==> src/rtl/tcs_pkg.sv <==
package tcs_pkg;

  localparam int COLS        = 80;
  localparam int ROWS        = 25;
  localparam int STORE_LINES = 200;
  localparam int STORE_CELLS = STORE_LINES * COLS;
  localparam int HALF_CELLS  = (STORE_LINES / 2) * COLS;
  localparam int SCREEN_CELLS = COLS * ROWS;

  localparam int ADDR_W = $clog2(STORE_CELLS);
  localparam int LINE_W = $clog2(STORE_LINES + 1);
  localparam int COL_W  = $clog2(COLS);

  // cols is 16 * 5 and rows is 25, so line and screen numbers come from
  // reciprocal multiplication, exact for operands below 1024
  localparam int COL_SHIFT   = 4;
  localparam int DIV5_RECIP  = 205;
  localparam int DIV25_RECIP = 41;
  localparam int RECIP_SHIFT = 10;

  localparam logic [7:0] SPACE_CHAR   = 8'h20;
  localparam logic [7:0] NEWLINE_CHAR = 8'h0A;

  localparam logic [1:0] CFG_DEFAULT_FG = 2'd0;
  localparam logic [1:0] CFG_DEFAULT_BG = 2'd1;

  typedef enum logic [2:0] {
    CMD_PUT_CHAR    = 3'd0,
    CMD_DELETE      = 3'd1,
    CMD_SCROLL_UP   = 3'd2,
    CMD_SCROLL_DOWN = 3'd3,
    CMD_CLEAR       = 3'd4,
    CMD_SET_CURSOR  = 3'd5,
    CMD_WRITE_CELL  = 3'd6,
    CMD_READ_SCREEN = 3'd7
  } cmd_t;

  typedef struct packed {
    cmd_t        cmd;
    logic [7:0]  char_code;
    logic [13:0] position;
    logic [3:0]  cell_fg;
    logic [3:0]  cell_bg;
  } cmd_item_t;

  typedef struct packed {
    logic [13:0] cursor_index;
    logic [7:0]  window_start;
    logic [10:0] hw_cursor;
    logic [7:0]  view_back;
    logic [7:0]  read_char;
    logic [7:0]  read_attr;
  } result_t;

  typedef enum logic [3:0] {
    ST_INIT,
    ST_IDLE,
    ST_DECODE,
    ST_READ_WAIT,
    ST_CLEAR,
    ST_COPY_RD,
    ST_COPY_WR,
    ST_BLANK,
    ST_FINISH
  } state_t;

endpackage

==> src/rtl/tcs_front.sv <==
module tcs_front
  import tcs_pkg::*;
(
  input  logic      clk,
  input  logic      rst_n,
  input  logic      in_valid,
  output logic      in_ready,
  input  cmd_item_t in_item,
  output logic      q_valid,
  input  logic      q_pop,
  output cmd_item_t q_item
);

  // two-entry queue
  cmd_item_t  slot_r [2];
  logic       wp_r, wp_nxt, rp_r, rp_nxt;
  logic [1:0] cnt_r, cnt_nxt;
  logic       push;

  assign in_ready = (cnt_r != 2'd2);
  assign push     = in_valid && in_ready;
  assign q_valid  = (cnt_r != 2'd0);
  assign q_item   = slot_r[rp_r];

  always_comb begin
    wp_nxt  = wp_r ^ push;
    rp_nxt  = rp_r ^ q_pop;
    cnt_nxt = cnt_r + {1'b0, push} - {1'b0, q_pop};
  end

  always_ff @(posedge clk) begin
    if (!rst_n) begin
      wp_r  <= 1'b0;
      rp_r  <= 1'b0;
      cnt_r <= 2'd0;
    end else begin
      wp_r  <= wp_nxt;
      rp_r  <= rp_nxt;
      cnt_r <= cnt_nxt;
    end
  end

  always_ff @(posedge clk) begin
    if (push) slot_r[wp_r] <= in_item;
  end

endmodule

==> config.mk <==
export PLATFORM = sky130hd
export DESIGN_NAME = tcs_front
export DESIGN_NICKNAME = d
export VERILOG_FILES = /design/src/rtl/tcs_pkg.sv /design/src/rtl/tcs_front.sv
export SDC_FILE = /design/constraint.sdc
export NUM_CORES = 1
export LEC_CHECK = 0
export BUFFER_PORTS_ARGS = -buffer_cell sky130_fd_sc_hd__buf_2
export CAP_MARGIN = 25
export CORE_MARGIN = 5
export CORE_UTILIZATION = 45
export DETAILED_ROUTE_END_ITERATION = 8
export PLACE_DENSITY = 0.8
export SLEW_MARGIN = 20
export SYNTH_ARGS = -nofsm -noshare
export SYNTH_HDL_FRONTEND = slang
export SYNTH_SLANG_ARGS = --single-unit
==> constraint.sdc <==
create_clock -name clk -period 3.4 [get_ports clk]
set_input_delay 0.51 -clock clk [delete_from_list [all_inputs] [get_ports clk]]
set_output_delay 0.51 -clock clk [all_outputs]
set_load 0.02 [all_outputs]
==> results of run 1 <==
routing by layer:
| layer | part of all wire, % | track usage [%] | vias up |
|---|---|---|---|
| met5 | 0 | 0 | - |
| met4 | 3.0 | 9.07 | 0 |
| met3 | 7.0 | 3.57 | 10 |
| met2 | 51 | 19.5 | 46 |
| met1 | 39 | 12.7 | 637 |
| li1 | - | - | 651 |
layout by cell type, fill, tap and decap left out:
cell type / n
buf_2: 71
edfxtp_1: 66
mux2_4: 30
clkbuf_8: 9
dfxtp_1: 4
mux2_1: 3
and2_1: 3
bufinv_16: 3
nand2b_1: 2
nand2_1: 2
inv_1: 2
ha_1: 2
clkinv_2: 2
buf_4: 2
xnor2_1: 1
or2_1: 1
xor2_1: 1
nor2_4: 1
nor2b_1: 1
a21bo_1: 1
nor3b_1: 1
a21oi_1: 1
mux2i_1: 1
dfxtp_2: 1
clkbuf_1: 1
clkinv_4: 1
cells by family (layout without fill, tap and decap cells):
family / count (synthesis) / count (layout) / share of synthesized area (%)
mux: 34 / 34 / 18.0
buf+inv: 6 / 91 / 1.69
fa+ha+maj: 2 / 2 / 0.912
simple gates: 11 / 11 / 2.28
xor+xnor: 2 / 2 / 0.639
flops: 71 / 71 / 75.9
compound gates: 2 / 2 / 0.547
cell type report:
| cell class | count | area (um2) | share of cell area, % |
|---|---|---|---|
| repair buffers | 73 | 370 | 10.9 |
| inverters | 2 | 7.51 | 0.220 |
| clock inverters | 6 | 109 | 3.19 |
| well taps | 75 | 93.8 | 2.75 |
| multi-input cells | 51 | 622 | 18.2 |
| clock buffers | 10 | 128 | 3.74 |
| flip-flops and latches | 71 | 2080 | 61.0 |
metrics by stage:
| stage | setup slack [ps] | instance area (um2) | total power [W] |
|---|---|---|---|
| after floorplan | 846 | 2740 | 0.00135 |
| after global placement | 1540 | 3180 | 0.00145 |
| after detailed placement | 1540 | 3180 | 0.00146 |
| after CTS | 1150 | 3410 | 0.00224 |
| after global routing | 1100 | 3410 | 0.00231 |
| final | 1180 | 3410 | 0.00221 |
registers in the layout, indices dropped and copies added, names as in the netlist, named ones only:
register  flops
rp_r          1
wp_r          1
slot_r       66
cnt_r         2
final timing paths:
path                        from                      end  slack (ps)  depth (start not counted)
max                    flip-flop                q_item[0]        1180                          3
min                  in_item[13]  slot_r[0][13]$_DFFE_PP_         360                          1
max reg2reg  cnt_r[0]$_SDFF_PN0_  slot_r[1][27]$_DFFE_PP_        1660                          3
min reg2reg      rp_r$_SDFF_PN0_                flip-flop         590                          2
report_power, final:
group          switching (W)  internal (W)
Sequential         0.0000239       0.00106
Clock               0.000287      0.000486
Combinational       0.000202      0.000157
Total               0.000513       0.00170
critical path: cells and delay by family, from the launching register on:
kind	cells	cell delay [ps]
flip-flops	1	320
buffers and inverters	2	660
multiplexers	1	400
==> impl_metrics.csv, run 1 <==
group,metric,value,unit
run_status,status,"finished clean",
setup_path,cpPeakStageDelay,490,ps
final_layout,antennaDiodeCount,0,
sta,fin_crit,2220,ps
synthesis,synth_ff_type,"edfxtp_1",
placement,place.gp.congestion,0.659,
sta,fmax,451,MHz
routing,drt_iter0_drc,28,
setup_path,critPathCaptureType,"output pin",
floorplanning,initial_utilization,46.3,%
sta,maxSlewViolCount,0,
routing,drc,0,
global_routing,antenna_found_initial,0,
global_routing,overflow,0,
routing,vias_per_cell,4.67,
setup_path,cpMaxStageDelayCell,"buf_4",
setup_path,path_class,"reg -> out",
setup_path,crit_arrival,1710,ps
synthesis,yosys_warnings,0,
synthesis,synth_most_common_cell,"edfxtp_1",
setup_path,cp_cell_sequence,"buf_4 > mux2_1 > buf_2",
clock_network,path_clk_slew,70,ps
clock_network,h-tree-depth,3,
power_and_ir_drop,p_leak,1.38,nW
setup_path,startpoint_type,"flip-flop",
clock_network,cts_made_buffers,9,
floorplanning,die_y,88.1,um
clock_network,cts.sinks,71,
sta,setup_viol,0,
sta,holdWs,365,ps
clock_network,clockBufferDepth,2,
synthesis,yosys.area.top_type,"edfxtp_1",
global_routing,track_usage,11.8,%
final_layout,final_util,57.7,%
final_layout,fin_cells,288,
synthesis,synth_area,2740,um2
routing,avgRoutedWirePerCell,15.1,um
synthesis,synth_top_area_share,72.3,%
synthesis,ys_seq_elements,71,
synthesis,syn_nets,167,
global_routing,grt_max_degree,34,
sta,finalCritPeriodShare,65.2,%
flow_run,cap_viol_max_count,0,
global_routing,grt_pass1_wl,6440,um
routing,ant_nets,0,
clock_network,cts_root_buf,"clkbuf_8",
synthesis,synth_edf_count,66,
floorplanning,core_area,5920,um2
clock_network,postCtsSetupBuffers,0,
floorplanning,die_w,88.1,um
synthesis,synthTopCellsByCount,"66 x edfxtp_1, 30 x mux2_4, 5 x dfxtp_1",
synthesis,yosys-top-cells-area,"edfxtp_1 72%, mux2_4 16%, dfxtp_1 3.6%",
sta,tightest_slew,917,ps
final_layout,area_growth,24.5,%
placement,portBuffers,71,
routing,route.vias.total,1344,
global_routing,grt_pass1_vias,1345,
placement,dp_cells,272,
final_layout,nNetsFinal,247,
clock_network,cts_tree,"yes",
power_and_ir_drop,power_density,648,nW/um2
clock_network,ctsHoldBuffers,0,
sta,finalHoldViolCount,0,
floorplanning,rows,28,
sta,slew_headroom,38.7,%
floorplanning,die-area,7760,um2
sta,rsz0062_at_grt,"no",
power_and_ir_drop,peakVddDrop,0.250,mV
clock_network,clk_latency,330,ps
final_layout,fillCellCount,471,
synthesis,yosysSeqAreaShare,75.9,%
worst_hold_path,hold_path.class,"in -> reg",
routing,routed_wl,4340,um
synthesis,avgSynthCellArea,21.4,um2
floorplanning,io_pins,72,
synthesis,synthArstFlopShare,0,%
routing,drtPass1Iterations,4,
sta,totalNegativeSetupSlack,0,ps
synthesis,ys_types,20,
clock_network,post_cts_resized,0,
synthesis,syn_inst,128,
final_layout,drive_above_1_share,56.3,%
sta,fin_skew,7.71,ps
setup_path,cp_max_fo,33,
setup_path,worstPathRequired,2890,ps
Power figures use the tool's default switching activity.
==> run 2, diff against run 1 <==
==> constraint.sdc (replaced) <==
create_clock -name clk -period 2.2 [get_ports clk]
set_input_delay 0.33 -clock clk [delete_from_list [all_inputs] [get_ports clk]]
set_output_delay 0.33 -clock clk [all_outputs]
set_load 0.02 [all_outputs]
==> impl_metrics.csv, run 2 (same netlist as run 1, synthesis figures left out) <==
group,metric,value,unit
power_and_ir_drop,pwr-share-seq,53.7,%
global_routing,top_usage_layer,"met2",
global_routing,grt_pass1_wl,6580,um
clock_network,post_cts_resized,0,
floorplanning,initial_utilization,46.3,%
clock_network,path_clk_slew,60,ps
power_and_ir_drop,pwr-share-clk,28.0,%
clock_network,cts_root_buf,"clkbuf_8",
setup_path,startpoint_type,"flip-flop",
global_routing,grt_use_met2,21.1,%
flow_run,cap_viol_max_count,0,
global_routing,track_usage,11.8,%
routing,avgRoutedWirePerCell,14.6,um
power_and_ir_drop,p_comb_share,18.4,%
routing,routed_wl,4210,um
final_layout,layout_commonest_cell,"buf_2",
placement,place.gp.congestion,0.683,
sta,slew_headroom,71.0,%
setup_path,critPathCaptureType,"output pin",
power_and_ir_drop,total_power,0.00310,W
routing,drt_iter0_drc,48,
placement,portBuffers,71,
run_status,status,"finished clean",
power_and_ir_drop,power_density,918,nW/um2
floorplanning,die_w,88.1,um
sta,fin_skew,6.19,ps
global_routing,grt_pass1_vias,1416,
sta,setup_ws,436,ps
power_and_ir_drop,peakVddDrop,0.488,mV
sta,tightest_slew,435,ps
worst_hold_path,hold_path.class,"in -> reg",
floorplanning,rows,28,
final_layout,top_register,"slot_r",
floorplanning,io_pins,72,
power_and_ir_drop,switchingPower,0.000746,W
clock_network,clockBufferDepth,2,
routing,route.vias.total,1336,
routing,ant_nets,0,
global_routing,use_met3,3.20,%
floorplanning,die_y,88.1,um
sta,maxSlewViolCount,0,
setup_path,crit_arrival,1430,ps
setup_path,path_class,"reg -> out",
sta,setup_viol,0,
clock_network,clk_latency,320,ps
floorplanning,die-area,7760,um2
sta,fmax,567,MHz
global_routing,antenna_found_initial,0,
clock_network,postCtsSetupBuffers,0,
power_and_ir_drop,p_int,0.00236,W
placement,hpwl,3000,um
sta,totalNegativeSetupSlack,0,ps
clock_network,cts.sinks,71,
power_and_ir_drop,switching_share,24.1,%
final_layout,fillCellCount,467,
sta,finalCritPeriodShare,80.2,%
placement,pre_cts_ws,627,ps
final_layout,nNetsFinal,248,
sta,fin_crit,1760,ps
final_layout,largest_reg_flops,66,
final_layout,area_growth,23.3,%
power_and_ir_drop,p_leak,1.36,nW
setup_path,worstPathRequired,1870,ps
final_layout,drive_above_1_share,55.1,%
setup_path,cp_max_fo,33,
clock_network,cts_made_buffers,9,
routing,drc,0,
floorplanning,core_area,5920,um2
global_routing,grt_max_degree,34,
clock_network,cts_tree,"yes",
clock_network,ctsHoldBuffers,0,
final_layout,top_regs,"slot_r x66, cnt_r x2",
clock_network,h-tree-depth,3,
global_routing,overflow,0,
routing,vias_per_cell,4.62,
sta,rsz0062_at_grt,"no",
sta,finalHoldViolCount,0,
routing,drtPass1Iterations,4,
global_routing,grtUsageMet1,12.4,%
final_layout,final_cell_mix,"71 x buf_2, 66 x edfxtp_1, 30 x mux2_4",
final_layout,antennaDiodeCount,0,
==> run 2: cell types whose count changed in the layout (fill, tap and decap cells not counted) <==
cell and delta:
buf_4 -1, clkbuf_1 +3, clkbuf_8 +2, bufinv_16 -3
clkinv_4 -1, buf_12 +2, clkinv_2 -1
==> run 2: worst paths after layout <==
check / start / to / slack (ps) / depth (start not counted)
setup / recovery: flip-flop / q_item[1] / 440 / 3
hold / removal: in_item[6] / slot_r[1][6]$_DFFE_PP_ / 200 / 1
hold reg to reg: rp_r$_SDFF_PN0_ / flip-flop / 570 / 2
setup reg to reg: cnt_r[0]$_SDFF_PN0_ / slot_r[0][23]$_DFFE_PP_ / 630 / 5
==> run 2: critical path, cell delays in order, from the launching register on <==
cell	delay [ps]
dfxtp_2	340
buf_12	250
mux2_1	360
buf_2	160
==> run 2: power by group through the flow <==
stage                     Clock [W]  Sequential (W)  Combinational [W]
after floorplan                   0         0.00169           0.000402
after global placement            0         0.00169           0.000573
after detailed placement          0         0.00170           0.000580
after CTS                  0.000904         0.00167           0.000582
after global routing       0.000996         0.00168           0.000610
final                      0.000867         0.00166           0.000570
==> run 2: metrics by stage <==
stage | hold slack (ps) | cell area, um2 | std cells | utilization (%)
after floorplan | 429 | 2750 | 128 | -
after global placement | 519 | 3210 | 273 | 54.2
after detailed placement | 521 | 3210 | 273 | 54.2
after CTS | 178 | 3380 | 289 | 57.1
after global routing | 172 | 3380 | 289 | 57.1
final | 196 | 3380 | 289 | 57.1
==> run 2: layout make-up <==
cell class,count,area (um2),share of cell area (%)
clock buffer,15,166,4.92
clock inverter,1,5.00,0.148
inverter,2,7.51,0.222
multi-input combinational,51,622,18.4
sequential,71,2080,61.6
tap,75,93.8,2.78
timing repair buffer,74,403,11.9
==> run 2: routing by layer <==
metal	vias up	part of all wire (%)	wire (um)
met5	-	0	0
met4	0	2.1	87
met3	9	6.2	260
met2	37	56	2350
met1	636	36	1520
li1	654	-	-
